### src/cwcv_pkg.sv
// Shared constants and types of the circular window class vote block.
`timescale 1ns / 1ps

package cwcv_pkg;

    localparam int COORD_W     = 12;
    localparam int MASK_W      = 6;
    localparam int NUM_CLASSES = 6;
    localparam int COUNT_W     = 18;
    localparam int CLASS_W     = 3;
    localparam int RADIUS_W    = 8;
    localparam int RSQ_W       = 2 * RADIUS_W;
    localparam int SQ_W        = 2 * COORD_W;
    localparam int DIST_W      = SQ_W + 1;
    localparam int IN_FIELDS_W = 4 * COORD_W + MASK_W;
    localparam int IN_DATA_W   = ((IN_FIELDS_W + 7) / 8) * 8;
    localparam int OUT_FIELDS_W = CLASS_W + COUNT_W;
    localparam int OUT_DATA_W  = ((OUT_FIELDS_W + 7) / 8) * 8;

    localparam logic [COUNT_W-1:0]  COUNT_MAX    = {COUNT_W{1'b1}};
    localparam logic [RADIUS_W-1:0] RADIUS_RESET = RADIUS_W'(8);
    localparam logic [RSQ_W-1:0]    RSQ_RESET    =
        RSQ_W'(RADIUS_RESET) * RSQ_W'(RADIUS_RESET);

    typedef logic [COUNT_W-1:0]     count_t;
    typedef count_t [NUM_CLASSES-1:0] counts_t;
    typedef logic [NUM_CLASSES-1:0] class_vec_t;

    typedef struct packed {
        logic [COORD_W-1:0] col;
        logic [COORD_W-1:0] row;
        logic [COORD_W-1:0] sx;
        logic [COORD_W-1:0] sy;
        logic [MASK_W-1:0]  mask;
        logic               last;
    } pix_t;

    typedef struct packed {
        logic [COORD_W-1:0] dx;
        logic [COORD_W-1:0] dy;
        logic [MASK_W-1:0]  mask;
        logic               last;
    } diff_t;

    typedef struct packed {
        logic [SQ_W-1:0]   dx_sq;
        logic [SQ_W-1:0]   dy_sq;
        logic [MASK_W-1:0] mask;
        logic              last;
    } sq_t;

    function automatic logic [COORD_W-1:0] abs_diff(
        input logic [COORD_W-1:0] a,
        input logic [COORD_W-1:0] b
    );
        abs_diff = (a >= b) ? (a - b) : (b - a);
    endfunction

endpackage

### src/cwcv_dist.sv
// Distance stages: absolute offsets, then registered squares.
`timescale 1ns / 1ps

module cwcv_dist (
    input  logic           clk,
    input  logic           rst_n,
    input  logic           in_valid,
    output logic           in_ready,
    input  cwcv_pkg::pix_t in_pix,
    output logic           out_valid,
    input  logic           out_ready,
    output cwcv_pkg::sq_t  out_sq
);

    logic            d_v_reg, d_v_next;
    cwcv_pkg::diff_t d_reg;
    cwcv_pkg::diff_t d_next;
    logic            q_v_reg, q_v_next;
    cwcv_pkg::sq_t   q_reg;
    cwcv_pkg::sq_t   q_next;
    logic            q_free;
    logic            d_move;

    assign q_free   = !q_v_reg || out_ready;
    assign d_move   = d_v_reg && q_free;
    assign in_ready = !d_v_reg || d_move;

    always_comb
    begin
        d_next.dx   = cwcv_pkg::abs_diff(in_pix.col, in_pix.sx);
        d_next.dy   = cwcv_pkg::abs_diff(in_pix.row, in_pix.sy);
        d_next.mask = in_pix.mask;
        d_next.last = in_pix.last;
        d_v_next    = in_ready ? in_valid : d_v_reg;

        q_next.dx_sq = cwcv_pkg::SQ_W'(d_reg.dx) * cwcv_pkg::SQ_W'(d_reg.dx);
        q_next.dy_sq = cwcv_pkg::SQ_W'(d_reg.dy) * cwcv_pkg::SQ_W'(d_reg.dy);
        q_next.mask  = d_reg.mask;
        q_next.last  = d_reg.last;
        q_v_next     = q_free ? d_v_reg : q_v_reg;
    end

    always_ff @(posedge clk or negedge rst_n)
    begin
        if (!rst_n)
        begin
            d_v_reg <= 1'b0;
            q_v_reg <= 1'b0;
        end
        else
        begin
            d_v_reg <= d_v_next;
            q_v_reg <= q_v_next;
        end
    end

    always_ff @(posedge clk)
    begin
        if (in_valid && in_ready)
        begin
            d_reg <= d_next;
        end
        if (d_move)
        begin
            q_reg <= q_next;
        end
    end

    assign out_valid = q_v_reg;
    assign out_sq    = q_reg;

endmodule

### src/cwcv_count.sv
// Circle test, saturating class counters and end-of-window snapshot.
`timescale 1ns / 1ps

module cwcv_count (
    input  logic                          clk,
    input  logic                          rst_n,
    input  logic [cwcv_pkg::RSQ_W-1:0]    radius_sq,
    input  logic                          in_valid,
    output logic                          in_ready,
    input  cwcv_pkg::sq_t                 in_sq,
    output logic                          out_valid,
    input  logic                          out_ready,
    output cwcv_pkg::counts_t             out_counts
);

    cwcv_pkg::counts_t    cnt_reg, cnt_next;
    cwcv_pkg::counts_t    upd;
    cwcv_pkg::counts_t    snap_reg;
    logic                 snap_v_reg, snap_v_next;
    logic                 snap_free;
    logic                 accept;
    logic                 in_circle;
    logic [cwcv_pkg::DIST_W-1:0] dist_sq;
    cwcv_pkg::class_vec_t hit;

    assign snap_free = !snap_v_reg || out_ready;
    // A last pixel needs room in the snapshot; other pixels never wait.
    assign in_ready  = !in_sq.last || snap_free;
    assign accept    = in_valid && in_ready;

    assign dist_sq   = cwcv_pkg::DIST_W'(in_sq.dx_sq) + cwcv_pkg::DIST_W'(in_sq.dy_sq);
    assign in_circle = dist_sq <= cwcv_pkg::DIST_W'(radius_sq);
    assign hit       = cwcv_pkg::class_vec_t'(in_sq.mask)
                     & {cwcv_pkg::NUM_CLASSES{in_circle}};

    always_comb
    begin
        for (int i = 0; i < cwcv_pkg::NUM_CLASSES; i++)
        begin
            upd[i] = (hit[i] && (cnt_reg[i] != cwcv_pkg::COUNT_MAX))
                   ? cnt_reg[i] + cwcv_pkg::COUNT_W'(1) : cnt_reg[i];
        end

        cnt_next = cnt_reg;
        if (accept)
        begin
            cnt_next = in_sq.last ? '0 : upd;
        end

        snap_v_next = snap_v_reg;
        if (snap_v_reg && out_ready)
        begin
            snap_v_next = 1'b0;
        end
        if (accept && in_sq.last)
        begin
            snap_v_next = 1'b1;
        end
    end

    always_ff @(posedge clk or negedge rst_n)
    begin
        if (!rst_n)
        begin
            cnt_reg    <= '0;
            snap_v_reg <= 1'b0;
        end
        else
        begin
            cnt_reg    <= cnt_next;
            snap_v_reg <= snap_v_next;
        end
    end

    always_ff @(posedge clk)
    begin
        if (accept && in_sq.last)
        begin
            snap_reg <= upd;
        end
    end

    assign out_valid  = snap_v_reg;
    assign out_counts = snap_reg;

endmodule

### src/cwcv_vote.sv
// Winner pick over the snapshot counts and the result register.
`timescale 1ns / 1ps

module cwcv_vote (
    input  logic                               clk,
    input  logic                               rst_n,
    input  logic                               in_valid,
    output logic                               in_ready,
    input  cwcv_pkg::counts_t                  in_counts,
    output logic                               out_valid,
    input  logic                               out_ready,
    output logic [cwcv_pkg::OUT_DATA_W-1:0]    out_data
);

    logic                          out_v_reg, out_v_next;
    logic [cwcv_pkg::CLASS_W-1:0]  class_reg, class_next;
    cwcv_pkg::count_t              count_reg, count_next;

    assign in_ready = !out_v_reg || out_ready;

    // Scan upward; only a strictly larger count replaces the leader.
    always_comb
    begin
        class_next = '0;
        count_next = '0;
        for (int i = 0; i < cwcv_pkg::NUM_CLASSES; i++)
        begin
            if (in_counts[i] > count_next)
            begin
                count_next = in_counts[i];
                class_next = cwcv_pkg::CLASS_W'(i);
            end
        end
        out_v_next = in_ready ? in_valid : out_v_reg;
    end

    always_ff @(posedge clk or negedge rst_n)
    begin
        if (!rst_n)
        begin
            out_v_reg <= 1'b0;
        end
        else
        begin
            out_v_reg <= out_v_next;
        end
    end

    always_ff @(posedge clk)
    begin
        if (in_valid && in_ready)
        begin
            class_reg <= class_next;
            count_reg <= count_next;
        end
    end

    assign out_valid = out_v_reg;
    assign out_data  = cwcv_pkg::OUT_DATA_W'({count_reg, class_reg});

endmodule

### src/circular_window_class_vote_top.sv
// Top level of the circular window class vote block.
`timescale 1ns / 1ps
// Result path: the last pixel word of a window passes the offset, square, counter
//   snapshot and vote registers before its result word is valid.
// Throughput: one pixel word per clock; the input stalls only when the output and
//   the snapshot both hold result words and another last pixel reaches the counters.
// Reset (rst_n low, asynchronous): counters clear, pipeline empties, radius returns to 8.

module circular_window_class_vote_top (
    input  logic                               clk,
    input  logic                               rst_n,
    // Pixel words in.
    input  logic                               s_axis_tvalid,
    output logic                               s_axis_tready,
    // [11:0] pixel_col, [23:12] pixel_row, [35:24] sample_x, [47:36] sample_y,
    // [53:48] class_mask, [55:54] zero
    input  logic [cwcv_pkg::IN_DATA_W-1:0]     s_axis_tdata,
    input  logic                               s_axis_tlast,   // window_last
    // Vote result words out.
    output logic                               m_axis_tvalid,
    input  logic                               m_axis_tready,
    // [2:0] best_class, [20:3] best_count, [23:21] zero
    output logic [cwcv_pkg::OUT_DATA_W-1:0]    m_axis_tdata,
    // Radius register write channel.
    input  logic                               cfg_valid,
    output logic                               cfg_ready,
    input  logic [cwcv_pkg::RADIUS_W-1:0]      cfg_data
);

    logic [cwcv_pkg::RSQ_W-1:0] radius_sq_reg, radius_sq_next;
    cwcv_pkg::pix_t             pix;
    cwcv_pkg::sq_t              sq;
    logic                       sq_valid, sq_ready;
    cwcv_pkg::counts_t          counts;
    logic                       cnt_valid, cnt_ready;

    // Unpack the pixel word, lowest field first.
    assign pix.col  = s_axis_tdata[cwcv_pkg::COORD_W-1:0];
    assign pix.row  = s_axis_tdata[2*cwcv_pkg::COORD_W-1:cwcv_pkg::COORD_W];
    assign pix.sx   = s_axis_tdata[3*cwcv_pkg::COORD_W-1:2*cwcv_pkg::COORD_W];
    assign pix.sy   = s_axis_tdata[4*cwcv_pkg::COORD_W-1:3*cwcv_pkg::COORD_W];
    assign pix.mask = s_axis_tdata[cwcv_pkg::IN_FIELDS_W-1:4*cwcv_pkg::COORD_W];
    assign pix.last = s_axis_tlast;

    // Hold the squared radius so the circle test needs no multiplier per pixel.
    // The user must write only while the block is idle, so no pixel sees a change; not enforced.
    assign cfg_ready = 1'b1;

    always_comb
    begin
        radius_sq_next = radius_sq_reg;
        if (cfg_valid && cfg_ready)
        begin
            radius_sq_next = cwcv_pkg::RSQ_W'(cfg_data) * cwcv_pkg::RSQ_W'(cfg_data);
        end
    end

    always_ff @(posedge clk or negedge rst_n)
    begin
        if (!rst_n)
        begin
            radius_sq_reg <= cwcv_pkg::RSQ_RESET;
        end
        else
        begin
            radius_sq_reg <= radius_sq_next;
        end
    end

    // Stage one and two: offsets from the center, then their squares.
    cwcv_dist u_dist (
        .clk       (clk),
        .rst_n     (rst_n),
        .in_valid  (s_axis_tvalid),
        .in_ready  (s_axis_tready),
        .in_pix    (pix),
        .out_valid (sq_valid),
        .out_ready (sq_ready),
        .out_sq    (sq)
    );

    // Stage three: circle test, advance counters, snapshot and clear on last.
    cwcv_count u_count (
        .clk        (clk),
        .rst_n      (rst_n),
        .radius_sq  (radius_sq_reg),
        .in_valid   (sq_valid),
        .in_ready   (sq_ready),
        .in_sq      (sq),
        .out_valid  (cnt_valid),
        .out_ready  (cnt_ready),
        .out_counts (counts)
    );

    // Stage four: pick the winner into the output register.
    cwcv_vote u_vote (
        .clk       (clk),
        .rst_n     (rst_n),
        .in_valid  (cnt_valid),
        .in_ready  (cnt_ready),
        .in_counts (counts),
        .out_valid (m_axis_tvalid),
        .out_ready (m_axis_tready),
        .out_data  (m_axis_tdata)
    );

endmodule

### config.mk
export PLATFORM = sky130hd
export DESIGN_NAME = circular_window_class_vote_top
export DESIGN_NICKNAME = d
export VERILOG_FILES = /design/src/cwcv_pkg.sv /design/src/cwcv_dist.sv /design/src/cwcv_count.sv /design/src/cwcv_vote.sv /design/src/circular_window_class_vote_top.sv
export SDC_FILE = /design/constraint.sdc
export NUM_CORES = 1
export LEC_CHECK = 0
export ABC_AREA = 1
export BUFFER_PORTS_ARGS = -buffer_cell sky130_fd_sc_hd__buf_4
export CAP_MARGIN = 20
export CORE_ASPECT_RATIO = 0.6
export CORE_UTILIZATION = 60
export CTS_CLUSTER_SIZE = 16
export DETAILED_ROUTE_END_ITERATION = 8
export GPL_TIMING_DRIVEN = 0
export PLACE_DENSITY = 0.75
export SYNTH_ARGS = -nofsm -noshare
export SYNTH_HDL_FRONTEND = slang
export SYNTH_HIERARCHICAL = 1
export SYNTH_SLANG_ARGS = --single-unit
### constraint.sdc
create_clock -name clk -period 8.9 [get_ports clk]
set_input_delay 0.445 -clock clk [delete_from_list [all_inputs] [get_ports clk]]
set_output_delay 0.445 -clock clk [all_outputs]
set_load 0.01 [all_outputs]
==> flow_summary.yaml, run 1 <==
timing:
  rsz0062_at_grt: "yes"
  period_needed_ns: 8.87
  slew_violations: 0
  worst_slack_ns: 0.0341
  max_freq_mhz: 113
  finalSetupViolCount: 0
  finalClockSkew_ns: 0.0229
  hold_viol: 0
  finalCritPeriodShare_pct: 99.6
  tightest_slew_ns: 0.904
  max-slew-margin-rel_pct: 39.7
setup_path:
  cp.arrival_ns: 9.16
  path_max_fanout: 7
  critPathMostFrequentCell: "nand2_1"
  end_kind: "flip-flop"
  critPathKind: "reg2reg"
  worstPathRequired_ns: 9.19
  cp-start-kind: "flip-flop"
  slowest_stage: "edfxtp_1"
  cpPeakStageDelay_ns: 0.47
clock_network:
  cts_tree: "built"
  root_buffer: "clkbuf_16"
  worstSkewPairLatency_ns: 0.55
  clock_path_buffers: 3
  path_clk_slew_ns: 0.07
  cts_inserted_buffers: 36
  htreeDepth: 2
  clock-sinks: 340
synthesis:
  synth_top_flop_cell: "edfxtp_1"
  synth_edf_count: 213
  syn_area_per_cell_sq_um: 7.34
  ys_seq_area_share_pct: 27.5
  ys_seq_elements: 340
  syn_area_sq_um: 34800
  synthDistinctLibCells: 58
  ys_async_sr_fraction_pct: 37.4
  syn_inst: 4739
  yosys_warnings: 6
routing:
  drt_iter0_drc: 3698
  wirelength_um: 91400
  dr_total_vias: 30927
  ant_nets: 0
  drc_errors: 0
  via_per_inst: 5.42
  firstDrtPassIters: 6
  wl_per_cell_um: 16.0
floorplanning:
  die_x_um: 313
  ios: 97
  die_h_um: 189
  core_sq_um: 56600
  dieArea_sq_um: 59000
  fp-row-count: 67
  initial_utilization_pct: 61.5
global_route:
  first_global_vias: 27939
  grt_use_total_pct: 30.6
  grt_pass1_wl_um: 145000
  grt_max_degree: 87
  grt_antenna_before_repair: 2
  grt-ovfl-total: 0
job:
  drv_cap: 0
place:
  port_buffers: 86
  routabilityCongestion: 0.971
  dp_slack_ns: -1.56
  dp_hpwl_um: 72100
layout:
  final_common_cell: "nand2_1"
  nNetsFinal: 5513
  final_cell_mix: "nand2_1 (1562), inv_1 (920), ha_1 (312)"
  utilization_pct: 68.7
  layout-drive-gt1-share_pct: 9.36
  area_delta_synth_final_pct: 11.7
status:
  status: "finished clean"
pwr:
  power_density_nw_per_um2: 358
  power.leakage_nw: 21.5
  vdd_drop_max_mv: 0.588
  total_power_mw: 13.9
worst_hold_path:
  hp-class: "in2reg"
==> power breakdown <==
part / internal (mW) / switching, mW / leakage [nW]
clock: 0.849 / 0.681 / 0.569
sequential: 2.25 / 0.112 / 3.77
combinational: 3.66 / 6.38 / 17.2
total: 6.76 / 7.17 / 21.5
==> cells in the mapped netlist (67+ instances only) <==
| cell type | count | share of area (%) |
|---|---|---|
| clkbuf_1 | 92 | 0.99 |
| fa_1 | 195 | 11 |
| nand3_1 | 283 | 4.1 |
| nand4_1 | 161 | 2.9 |
| xor2_1 | 112 | 2.8 |
| inv_1 | 926 | 10 |
| o21ai_0 | 67 | 0.96 |
| edfxtp_1 | 213 | 18 |
| nor2_1 | 195 | 2.1 |
| dfrtp_1 | 126 | 9.1 |
| nand2_1 | 1590 | 17 |
| a21oi_1 | 121 | 1.7 |
| ha_1 | 327 | 12 |
==> logic make-up after synthesis <==
kind of cell               synth area share [%]
adders and majority gates                  23.0
buffers and inverters                      12.2
xor gates and xnor gates                   3.93
DFF                                        27.5
and+or+nand+nor                            29.6
muxes                                    0.0324
AOI/OAI and AO/OA                          3.74
other                                    0.0431
==> stage by stage <==
step / setup TNS, ns / cell area (sq um) / hold WS, ns / std cells
2_1_floorplan: 0 / 34800 / 0.149 / 4742
3_3_place_gp: -25.61 / 36400 / 0.402 / 5587
5_1_grt: -7.18 / 38900 / 0.0547 / 5707
4_1_cts: 0 / 37900 / 0.0531 / 5663
3_5_place_dp: -28.35 / 36500 / 0.388 / 5592
6_report: 0 / 38900 / 0.0733 / 5708
==> routing by layer <==
metal  routed length, um  global-route usage [%]  vias to the layer above
met1               43900                    49.4                    14257
met5                  31                       0                        -
li1                    -                       -                    15121
met4                1080                    3.70                        4
met3               11100                    7.99                       98
met2               35200                    41.4                     1447
==> final timing paths <==
kind | startpoint | endpoint | slack [ns] | cells after the start
max | u_count/out_counts[31] | u_vote/count_reg[1] | 0.03 | 63
min | s_axis_tdata[53] | u_dist/d_reg[6] | 0.07 | 1
max reg2reg | u_count/out_counts[31] | u_vote/count_reg[1] | 0.03 | 63
min reg2reg | u_dist/d_reg[2] | u_dist/out_sq[2] | 0.42 | 0
max in group asynchronous | rst_n | u_dist/out_valid | 7.69 | 3
min in group asynchronous | rst_n | u_count/cnt_reg[12] | 0.38 | 2
==> critical path: cells and delay by family (launching register included) <==
kind	cells	cell delay (ns)
simple gates	29	3.06
compound gates	18	2.59
fa+ha+maj	5	1.32
buf+inv	11	1.15
flops	1	0.47
==> cell type report <==
class	instances	area (sq um)
multi-input cells	3320	21600
fillers	4712	17700
flip-flops and latches	340	9580
inverters	943	3550
repair buffers	140	1200
clock buffers	41	961
well taps	759	950
plain buffers	140	827
clock inverters	24	220
diodes	1	2.50
==> repair_timing <==
item	in CTS	in global routing
hold buffers	1	0
buffers inserted	5	36
endpoints found under the hold margin	41	0
gates resized for setup	55	147
cloned	0	8
pin swaps	2	52
setup endpoints to repair	21	21
No activity file was read; power rests on OpenSTA's default activity.
==> run 2, diff against run 1 <==
Settings changed: ABC_AREA 1 to unset.
==> run 2 against run 1 <==
Net effect:
- the run now ends with negative setup slack left
- area after synthesis decreased by 6.2%
- cell count shrank 22%
- worst hold slack improved by 0.0016 ns
- maximum frequency is 20% lower
- utilization increased by 3.0 points
- clock skew is 0.0055 ns higher
- highest routed layer is now met4
==> flow_summary.yaml, run 2 <==
setup_path:
  worstPathRequired_ns: 9.18
  r2r-start: "u_count/out_counts[25]"
  cp-start-kind: "flip-flop"
  cp.arrival_ns: 11.33
  slowest_stage: "or4_4"
  crit_end: "u_vote/count_reg[14]"
  path_max_fanout: 6
  worstSetupStartpoint: "u_count/out_counts[25]"
  critPathMostFrequentCell: "a21o_1"
  cpPeakStageDelay_ns: 0.51
  reg2regPathDepth: 54
  end_kind: "flip-flop"
  critPathKind: "reg2reg"
  reg2reg_slack_ns: -2.15
  reg2reg_to: "u_vote/count_reg[14]"
global_route:
  grt-ovfl-total: 0
  grt_use_total_pct: 36.4
  first_global_vias: 27070
  grt_antenna_before_repair: 3
  grt_pass1_wl_um: 154000
  grt_max_degree: 74
synthesis:
  synth_common_cells: "inv_1 (535), ha_1 (327), nand2_1 (245), edfxtp_1 (213), fa_1 (195)"
  ys_seq_area_share_pct: 29.3
  synthDistinctLibCells: 105
  synth_top_area_cell: "edfxtp_1"
  ys_seq_elements: 340
  yosys.cell_count.top_type: "inv_1"
  yosys_warnings: 6
  netlist_top_cells_area: "edfxtp_1 (20%), ha_1 (13%), fa_1 (12%)"
  ys_async_sr_fraction_pct: 37.4
  synth_top_flop_cell: "edfxtp_1"
  synth_edf_count: 213
  synth_top_cell_area_share_pct: 19.6
  syn_area_per_cell_sq_um: 9.44
  syn_area_sq_um: 32700
  syn_inst: 3458
place:
  port_buffers: 89
  routabilityCongestion: 0.972
  dp_hpwl_um: 77300
  dp_slack_ns: -3.10
timing:
  fin_hold_ws_ns: 0.0749
  tightest_slew_ns: 1.19
  max_freq_mhz: 90.5
  max-slew-margin-rel_pct: 20.7
  worst_slack_ns: -2.15
  finalCritPeriodShare_pct: 124
  rsz0062_at_grt: "yes"
  finalSetupViolCount: 21
  period_needed_ns: 11.05
  hold_viol: 0
  slew_violations: 0
  finalClockSkew_ns: 0.0284
layout:
  layout-drive-gt1-share_pct: 15.5
  final_common_cell: "inv_1"
  n_fill_cell: 3986
  area_delta_synth_final_pct: 16.6
  nNetsFinal: 4294
  diodes: 0
  final_cell_mix: "inv_1 (529), ha_1 (304), nand2_1 (229)"
  utilization_pct: 71.7
  multi_input_area_sq_um: 21800
  regArea_sq_um: 9580
routing:
  via_per_inst: 6.23
  drt_iter0_drc: 3336
  wirelength_um: 101000
  drc_errors: 0
  dr_total_vias: 27639
  wl_per_cell_um: 22.8
  ant_nets: 0
  firstDrtPassIters: 5
clock_network:
  clock-sinks: 340
  cts_inserted_buffers: 37
  worstSkewPairLatency_ns: 0.56
  root_buffer: "clkbuf_16"
  clock_path_buffers: 3
  path_clk_slew_ns: 0.06
  htreeDepth: 2
  cts_tree: "built"
status:
  violations: "negative setup slack"
  status: "finished with violations"
floorplanning:
  dieArea_sq_um: 55400
  core_sq_um: 53100
  fp-row-count: 65
  die_h_um: 183
  ios: 97
  die_x_um: 303
  initial_utilization_pct: 61.5
worst_hold_path:
  hp-class: "in2reg"
job:
  drv_cap: 0
-- run 2: cell count changes in the layout (fill, tap and decap cells not counted), sizes merged, moves of 63 or more --
cell,previous run,this run
buf,190,253
xnor2,44,144
xor2,112,47
nand3,300,96
and3,1,78
nor2,207,128
inv,943,535
and2,28,142
nand2,1617,245
nand4,162,58
-- run 2: how the worst min path moves through the flow --
stage               cells after the start                to  slack (ns)        startpoint
finish                                  1   u_dist/d_reg[3]        0.07  s_axis_tdata[50]
global route                            1   u_dist/d_reg[6]        0.07  s_axis_tdata[53]
CTS                                     1   u_dist/d_reg[6]        0.06  s_axis_tdata[53]
detailed placement                      0  u_dist/out_sq[6]        0.41   u_dist/d_reg[6]
global placement                        0  u_dist/out_sq[6]        0.40   u_dist/d_reg[6]
floorplan                               0  radius_sq_reg[0]        0.15             rst_n
-- run 2: cell families (layout without fill, tap and decap cells) --
logic type               after synthesis  count (layout)  share of synthesized area [%]
AO/OA/AOI/OAI                        627             627                           13.5
XOR/XNOR                             191             191                           5.12
adder cells (fa/ha/maj)              522             522                           24.5
buffers and inverters                688             956                           8.35
flip-flops                           340             340                           29.3
multiplexers                          94              94                           3.05
other                                  4               7                         0.0460
AND/OR/NAND/NOR                      992             993                           16.1
-- run 2: metal layers --
metal	vias to the layer above	global-route usage, %	wire [um]
met4	0	6.27	1710
met2	1479	49.6	39700
li1	12493	-	-
met5	-	0	0
met1	13519	55.8	46000
met3	148	12.3	13700
-- run 2: cell type report --
| class | count | share of cell area [%] |
|---|---|---|
| Tap cell | 703 | 2.31 |
| Clock buffer | 54 | 2.87 |
| Timing Repair Buffer | 202 | 4.63 |
| Clock inverter | 13 | 0.352 |
| Sequential cell | 340 | 25.2 |
| Buffer | 151 | 2.25 |
| Inverter | 536 | 5.29 |
| Multi-Input combinational cell | 2434 | 57.1 |
-- run 2: through the flow --
stage          std cells  TNS (ns)  cell area [sq um]
2_1_floorplan       3461    -16.56              32900
3_3_place_gp        4253   -110.49              34500
3_5_place_dp        4259    -63.00              34600
4_1_cts             4410    -32.98              37600
5_1_grt             4433    -49.22              38100
6_report            4433    -44.14              38100
-- run 2: repair_timing --
action	4_1_cts	5_1_grt
setup endpoints to repair	21	21
cloned	8	1
pin swaps	59	42
buffers inserted	75	22
gates resized for setup	184	51
endpoints found under the hold margin	53	0
hold buffers	1	0
-- run 2: critical path, delay by kind of cell, from the launching register on --
| kind | cells | cell delay [ns] |
|---|---|---|
| AO/OA/AOI/OAI | 28 | 5.13 |
| buffers and inverters | 10 | 1.52 |
| adder cells (fa/ha/maj) | 5 | 1.38 |
| AND/OR/NAND/NOR | 8 | 1.29 |
| multiplexers | 3 | 0.97 |
| flip-flops | 1 | 0.45 |
Power of run 2 is not shown: default switching activity piles up to over one toggle a cycle in this logic, so the estimate is an artifact.
